`config.mk`:
```
export PLATFORM = sky130hd
export DESIGN_NAME = tcc_ctrl
export DESIGN_NICKNAME = d
export VERILOG_FILES = /design/src/design/assert_macros.svh /design/src/design/tcc_pkg.sv /design/src/design/tcc_ctrl.sv
export SDC_FILE = /design/constraint.sdc
export NUM_CORES = 1
export LEC_CHECK = 0
export ABC_AREA = 1
export BUFFER_PORTS_ARGS = -buffer_cell sky130_fd_sc_hd__buf_2
export CORE_MARGIN = 2
export CORE_UTILIZATION = 46
export CTS_CLUSTER_DIAMETER = 120
export DETAILED_ROUTE_END_ITERATION = 10
export GPL_ROUTABILITY_DRIVEN = 0
export GPL_TIMING_DRIVEN = 0
export PLACE_DENSITY_LB_ADDON = 0.2
export SETUP_SLACK_MARGIN = 0.4
export SLEW_MARGIN = 20
export SYNTH_ARGS = -nofsm -noshare
export SYNTH_HDL_FRONTEND = slang
export SYNTH_SLANG_ARGS = --single-unit
```
`constraint.sdc`:
```
create_clock -name clk -period 1.6 [get_ports clk]
set_input_delay 0.24 -clock clk [delete_from_list [all_inputs] [get_ports clk]]
set_output_delay 0.24 -clock clk [all_outputs]
set_load 0.05 [all_outputs]
```
`src/design/assert_macros.svh`:
```
// Assertion macros for the files that check their own logic.
`ifndef ASSERT_MACROS_SVH
`define ASSERT_MACROS_SVH

// The consequent must hold in the same cycle as the antecedent.
`define ASSERT_IMPLIES(lbl, clk, rst_n, ante, cons, msg) \
    lbl: assert property (@(posedge clk) disable iff (!rst_n) (ante) |-> (cons)) \
        else $error(msg);

// The consequent must hold in the cycle after the antecedent.
`define ASSERT_NEXT(lbl, clk, rst_n, ante, cons, msg) \
    lbl: assert property (@(posedge clk) disable iff (!rst_n) (ante) |=> (cons)) \
        else $error(msg);

`endif

```
`src/design/tcc_pkg.sv`:
```
`timescale 1ns / 1ps

package tcc_pkg;

    localparam int DEF_COLUMNS = 80;
    localparam int DEF_ROWS    = 25;

    localparam int CMD_W  = 2;
    localparam int CHAR_W = 8;
    localparam int COL_W  = 7;
    localparam int ROW_W  = 5;
    localparam int POS_W  = 11;
    localparam int ATTR_W = 8;
    localparam int CELL_W = CHAR_W + ATTR_W;
    localparam int LIN_W  = COL_W + ROW_W + 1;

    localparam int IN_TDATA_W  = 24;
    localparam int OUT_TDATA_W = 32;

    localparam logic [ATTR_W-1:0] ATTR_RESET = 8'h0F;

    localparam logic [CHAR_W-1:0] CH_NEWLINE   = 8'd10;
    localparam logic [CHAR_W-1:0] CH_BACKSPACE = 8'd8;
    localparam logic [CHAR_W-1:0] CH_BLANK     = 8'd32;

    localparam logic [CMD_W-1:0] CMD_PUT   = 2'd0;
    localparam logic [CMD_W-1:0] CMD_READ  = 2'd1;
    localparam logic [CMD_W-1:0] CMD_SET   = 2'd2;
    localparam logic [CMD_W-1:0] CMD_CLEAR = 2'd3;

    localparam logic [2:0] CUR_NONE    = 3'd0;
    localparam logic [2:0] CUR_NEWLINE = 3'd1;
    localparam logic [2:0] CUR_COL0    = 3'd2;
    localparam logic [2:0] CUR_BACK    = 3'd3;
    localparam logic [2:0] CUR_INC     = 3'd4;
    localparam logic [2:0] CUR_SET     = 3'd5;
    localparam logic [2:0] CUR_HOME    = 3'd6;

    localparam logic [1:0] MEM_NONE  = 2'd0;
    localparam logic [1:0] MEM_GLYPH = 2'd1;
    localparam logic [1:0] MEM_BLANK = 2'd2;
    localparam logic [1:0] MEM_READ  = 2'd3;

    localparam logic [1:0] SW_NONE = 2'd0;
    localparam logic [1:0] SW_FILL = 2'd1;
    localparam logic [1:0] SW_COPY = 2'd2;

    localparam logic [1:0] ST_ZERO = 2'd0;
    localparam logic [1:0] ST_LAST = 2'd1;
    localparam logic [1:0] ST_COPY = 2'd2;

    typedef struct packed {
        logic       load_item;
        logic [2:0] cur_op;
        logic [1:0] mem_op;
        logic [1:0] sweep_op;
        logic       sweep_init;
        logic       sweep_load;
        logic [1:0] sweep_start;
        logic       out_load;
        logic       out_cell;
    } ctl_t;

    typedef struct packed {
        logic [CMD_W-1:0] cmd;
        logic             is_newline;
        logic             is_backspace;
        logic             at_origin;
        logic             col_full;
        logic             last_row;
        logic             cell_in_grid;
        logic             fill_last;
        logic             copy_last;
        logic             out_free;
    } sts_t;

endpackage

```
`src/design/tcc_ctrl.sv`:
```
`timescale 1ns / 1ps

module tcc_ctrl
(
    input  logic          clk,
    input  logic          rst_n,
    input  logic          in_valid,
    output logic          in_ready,
    input  tcc_pkg::sts_t sts,
    output tcc_pkg::ctl_t ctl
);

    localparam logic [2:0] S_INIT  = 3'd0;
    localparam logic [2:0] S_IDLE  = 3'd1;
    localparam logic [2:0] S_EXEC  = 3'd2;
    localparam logic [2:0] S_BLANK = 3'd3;
    localparam logic [2:0] S_GLYPH = 3'd4;
    localparam logic [2:0] S_COPY  = 3'd5;
    localparam logic [2:0] S_FILL  = 3'd6;
    localparam logic [2:0] S_RESP  = 3'd7;

    logic [2:0] state_reg;
    logic [2:0] state_next;
    logic       pend_glyph_reg;
    logic       pend_glyph_next;
    logic       read_hit_reg;
    logic       read_hit_next;
    logic       glyph;

    always_ff @(posedge clk or negedge rst_n)
    begin
        if (!rst_n)
        begin
            state_reg      <= S_INIT;
            pend_glyph_reg <= 1'b0;
            read_hit_reg   <= 1'b0;
        end
        else
        begin
            state_reg      <= state_next;
            pend_glyph_reg <= pend_glyph_next;
            read_hit_reg   <= read_hit_next;
        end
    end

    assign glyph = !sts.is_newline && !sts.is_backspace;

    always_comb
    begin
        ctl             = '0;
        ctl.cur_op      = tcc_pkg::CUR_NONE;
        ctl.mem_op      = tcc_pkg::MEM_NONE;
        ctl.sweep_op    = tcc_pkg::SW_NONE;
        ctl.sweep_start = tcc_pkg::ST_ZERO;
        state_next      = state_reg;
        pend_glyph_next = pend_glyph_reg;
        read_hit_next   = read_hit_reg;
        in_ready        = 1'b0;

        unique case (state_reg)
            S_INIT:
            begin
                ctl.sweep_op   = tcc_pkg::SW_FILL;
                ctl.sweep_init = 1'b1;
                if (sts.fill_last)
                begin
                    state_next = S_IDLE;
                end
            end
            S_IDLE:
            begin
                in_ready = 1'b1;
                if (in_valid)
                begin
                    ctl.load_item = 1'b1;
                    state_next    = S_EXEC;
                end
            end
            S_EXEC:
            begin
                pend_glyph_next = 1'b0;
                read_hit_next   = 1'b0;
                state_next      = S_RESP;
                unique case (sts.cmd)
                    tcc_pkg::CMD_PUT:
                    begin
                        priority if (sts.is_backspace)
                        begin
                            if (!sts.at_origin)
                            begin
                                ctl.cur_op = tcc_pkg::CUR_BACK;
                                state_next = S_BLANK;
                            end
                        end
                        else if (sts.is_newline || sts.col_full)
                        begin
                            if (!sts.last_row)
                            begin
                                ctl.cur_op = tcc_pkg::CUR_NEWLINE;
                                state_next = glyph ? S_GLYPH : S_RESP;
                            end
                            else
                            begin
                                ctl.cur_op      = tcc_pkg::CUR_COL0;
                                ctl.sweep_load  = 1'b1;
                                ctl.sweep_start = tcc_pkg::ST_COPY;
                                pend_glyph_next = glyph;
                                state_next      = S_COPY;
                            end
                        end
                        else
                        begin
                            ctl.mem_op = tcc_pkg::MEM_GLYPH;
                            ctl.cur_op = tcc_pkg::CUR_INC;
                        end
                    end
                    tcc_pkg::CMD_READ:
                    begin
                        if (sts.cell_in_grid)
                        begin
                            ctl.mem_op    = tcc_pkg::MEM_READ;
                            read_hit_next = 1'b1;
                        end
                    end
                    tcc_pkg::CMD_SET:
                    begin
                        if (sts.cell_in_grid)
                        begin
                            ctl.cur_op = tcc_pkg::CUR_SET;
                        end
                    end
                    tcc_pkg::CMD_CLEAR:
                    begin
                        ctl.cur_op      = tcc_pkg::CUR_HOME;
                        ctl.sweep_load  = 1'b1;
                        ctl.sweep_start = tcc_pkg::ST_ZERO;
                        state_next      = S_FILL;
                    end
                endcase
            end
            S_BLANK:
            begin
                ctl.mem_op = tcc_pkg::MEM_BLANK;
                state_next = S_RESP;
            end
            S_GLYPH:
            begin
                ctl.mem_op = tcc_pkg::MEM_GLYPH;
                ctl.cur_op = tcc_pkg::CUR_INC;
                state_next = S_RESP;
            end
            S_COPY:
            begin
                ctl.sweep_op = tcc_pkg::SW_COPY;
                if (sts.copy_last)
                begin
                    ctl.sweep_load  = 1'b1;
                    ctl.sweep_start = tcc_pkg::ST_LAST;
                    state_next      = S_FILL;
                end
            end
            S_FILL:
            begin
                ctl.sweep_op = tcc_pkg::SW_FILL;
                if (sts.fill_last)
                begin
                    state_next = pend_glyph_reg ? S_GLYPH : S_RESP;
                end
            end
            S_RESP:
            begin
                if (sts.out_free)
                begin
                    ctl.out_load = 1'b1;
                    ctl.out_cell = read_hit_reg;
                    state_next   = S_IDLE;
                end
            end
            default:
            begin
                state_next = S_IDLE;
            end
        endcase
    end

endmodule

```
-- Word-level counts from Yosys, hierarchy flattened
Index checks and enable logic that the tools add are counted.
- flip-flop bits (word level): 5
- output and inout port bits: 15
- memory bits (read-only): 0
- memories kept: 0
- bits in latches: 0
- RAM bits: 0
- magnitude comparators: 0
- $add $sub $neg: 0
- shift operators: 0
- multipliers: 0
- reduce and logical (&&, ||, !) cells: 9
- mux-type cells: 44
- eq/ne operators: 15
- bitwise gates (word level): 0
- div/mod/pow operators: 0
- operators by type and width (cell ; number):
    two-way mux 3 bit ; 14
    one-hot mux 3 bit (2 select lines) ; 4
    one-hot mux 3 bit (7 select lines) ; 1
    two-way mux 2 bit ; 9
    == test 3 bit (second input constant) ; 4
    two-way mux 1 bit ; 12
    != test 2 bit (second input constant) ; 5
    one-hot mux 3 bit (3 select lines) ; 1
    one-hot mux 2 bit (2 select lines) ; 2
    == test 3 x 2 -> 1 bit (second input constant) ; 2
    one-hot mux 2 bit (3 select lines) ; 1
    AND reduction 5 bit ; 1
    == test 2 bit (second input constant) ; 2
    OR reduction 2 bit ; 2
    == test 3 x 1 -> 1 bit (second input constant) ; 1
    zero test 3 bit ; 1
    == test 2 x 1 -> 1 bit (second input constant) ; 1
    zero test 1 bit ; 2
    zero test 2 bit ; 1
    logical AND 1 bit ; 1
    logical OR 1 bit ; 1

-- Longest topological paths before layout
- word-level depth: 8
- mapped depth: 10
- depth with buffers taken out: 10

-- Worst setup path after synthesis
Ideal clock, no wire load.
- path kind: input to output
- start point: input port sts[9] in the netlist's numbering
- end point: output port ctl[3] in the netlist's numbering
- arrival: 1.915 ns
- stages on the path: 5
- required time: 1.360 ns
- setup slack: -0.555 ns
- cells stage by stage: inv_1 -> ha_1 -> clkbuf_1 -> nand4_1 -> nor3_1
- RTL lines (item ; line ; source):
    from (decl) ; tcc_ctrl.sv:9 ; input tcc_pkg::sts_t sts,
    to (decl) ; tcc_ctrl.sv:10 ; output tcc_pkg::ctl_t ctl

==> metrics.cfg <==
[run_status]
status = finished, violations left
violations = negative setup slack

[detailed_routing]
drc = 0
routed_wl_mm = 2.04
wl_per_cell_um = 11.5
vias = 907
viasPerCell = 5.12
ant_nets = 0
drt_iter0_markers = 13
first_pass_iters = 4

[sta]
slew_headroom = 0.815
finalSetupViolCount = 10
rsz0062_at_grt = yes
fin_skew_ns = 0.00162
worstMarginPinSlew_ns = 0.276
fmax_ghz = 0.580
maxSlewViolCount = 0
timing.final.ws_setup_ns = -0.123
hold_slack_ns = 0.211
hold_viol = 0
period_share = 1.08
post-route-min-period_ns = 1.72
fin_tns_setup_ns = -0.682

[worst_setup_path]
criticalPathCategory = register to output port
worst_ep_arrival_time_ns = 1.48
cpMaxStageDelayCell = dfrtp_1
worstPathCellList = buf_6 -> nor2_8 -> nand2_4 -> or2_4 -> o21ai_4 -> buf_6
path_max_fanout = 8
worst-path-stages = 6
crit_path_start = state_reg[0]
critPathLaunchType = register
reg2reg_depth = 7
r2r_slack_ns = 0.15
critPathBufInv = 2
cp.required_ns = 1.36
regToRegEndpoint = state_reg[1]
critPathCapture = ctl[12]
cp-end-kind = output port
r2r_start = state_reg[0]
crit_top_cell = buf_6
cp_top_family = simple AND/OR/NAND/NOR gates
cpPeakStageDelay_ns = 0.37

[power_and_ir_drop]
leakage_nw = 0.654
vdd_drop_max_mv = 0.986
finalPower_mw = 2.15
power_density_nw_per_um2 = 1780

[final_layout]
drive_gt1_frac = 0.497
area_growth_pct = 74.4
largest_reg_flops = 3
n_antenna_cell = 0
finalInstanceArea_um2 = 1210
layoutNonFillerInstCount = 177
nets = 180
post-route-util = 0.833
n_fill_cell = 92

[die]
start_util = 0.478
die_width_um = 42.9
core_area_um2 = 1450
ios = 29
die-area_um2 = 1840
die_h_um = 42.9
rows = 14

[clock_network]
cts_sinks = 5
cts_max_level = 1
clkTransAtPathRegs_ns = 0.04
cts.root.buffer_cell = clkbuf_4
clk_latency_ns = 0.25
cts.path.max_buffers = 2
cts_buffers = 3
cts_tree = yes

[placed_design]
port-buffer-count = 28
dp_slack_ns = -0.0996
dp_cells = 162
place_area_um2 = 977
dp_hpwl_mm = 1.35

[yosys]
yosysTopAreaCellShare = 0.184
avgSynthCellArea_um2 = 5.88
syn_area_um2 = 694
ys_seq_area_frac = 0.180
yosysWarnings = 0
synthCells = 118
synth_top_cell_by_area = nand2_1
ys_top_cells_by_area = nand2_1, dfrtp_1, inv_1
syn_nets = 136
synthDistinctLibCells = 24
synth_seq_cells = 5

[global_routing]
grt_max_degree = 9
grt_pass1_wl_mm = 3.42
grt_pass1_vias = 854
gr-usage-all-layers = 0.243
antenna_found_initial = 0
grt-ovfl-total = 0

[job]
max_cap_viol_count = 0

[worst_hold_path]
hold_path_class = input pin to register

## layer usage
| metal | global-route usage | up-vias | part of all wire |
|---|---|---|---|
| met5 | 0 | - | 0 |
| met4 | 0.113 | 0 | 0.040 |
| met3 | 0.0553 | 11 | 0.038 |
| met2 | 0.467 | 26 | 0.55 |
| met1 | 0.238 | 421 | 0.37 |
| li1 | - | 449 | - |
## timing repair
action,4_1_cts,5_1_grt
pin swaps,2,2
gates resized for setup,37,4
hold buffers,1,0
hold endpoints to repair,5,0
setup endpoints to repair,19,18
buffers inserted,6,4
## Yosys cell counts
cell type,number
nand2_1,34
inv_1,23
nand3_1,12
nor2_1,12
dfrtp_1,5
o21ai_0,5
ha_1,4
nand2_2,3
a21oi_1,2
inv_2,2
nand4_1,2
nor3_1,2
a21oi_2,1
buf_6,1
clkbuf_1,1
nand2_4,1
nand3b_2,1
nor2_2,1
nor2_4,1
nor2_8,1
o211ai_1,1
o21ai_2,1
o31ai_1,1
or2_4,1
## area by class of cell
class / count / area (um^2) / share of cell area
Tap cell: 16 / 20.0 / 0.0165
Buffer: 2 / 25.0 / 0.0207
Sequential cell: 5 / 128 / 0.105
Clock buffer: 4 / 26.3 / 0.0217
Timing Repair Buffer: 39 / 309 / 0.255
Inverter: 25 / 119 / 0.0981
Multi-Input combinational cell: 86 / 584 / 0.482
## logic make-up after synthesis
kind of cell	count (synthesis)	share of synthesized area
AO/OA/AOI/OAI	11	0.0973
adder cells (fa/ha/maj)	4	0.0721
buffers and inverters	27	0.157
flip-flops	5	0.180
AND/OR/NAND/NOR	71	0.494
## power by group
part	internal, mW	switching (mW)	leakage [nW]
clock network	0.0946	0.0575	0.0150
registers	0.188	0.0620	0.0606
logic	0.645	1.10	0.579
## worst min path at each step
stage / startpoint / endpoint / slack (ns) / depth (start not counted)
6_report: sts[8] / pend_glyph_reg / 0.21 / 2
5_1_grt: sts[8] / pend_glyph_reg / 0.21 / 2
2_1_floorplan: rst_n / pend_glyph_reg / -0.06 / 0
3_5_place_dp: rst_n / pend_glyph_reg / 0.06 / 1
3_3_place_gp: rst_n / pend_glyph_reg / 0.05 / 1
4_1_cts: sts[8] / pend_glyph_reg / 0.22 / 2
## placed cells by master, fill, tap and decap left out, drive strengths merged, types with 2 or more instances in the layout
cell type / netlist / final
nand4: 2 / 2
clkinvlp: 0 / 4
nand3: 12 / 12
clkbuf: 1 / 6
ha: 4 / 4
nor2: 15 / 15
a21oi: 3 / 3
dfrtp: 5 / 5
buf: 1 / 38
nand2: 38 / 38
nor3: 2 / 2
o21ai: 6 / 6
inv: 25 / 21
No activity file was read; power rests on OpenSTA's default activity.
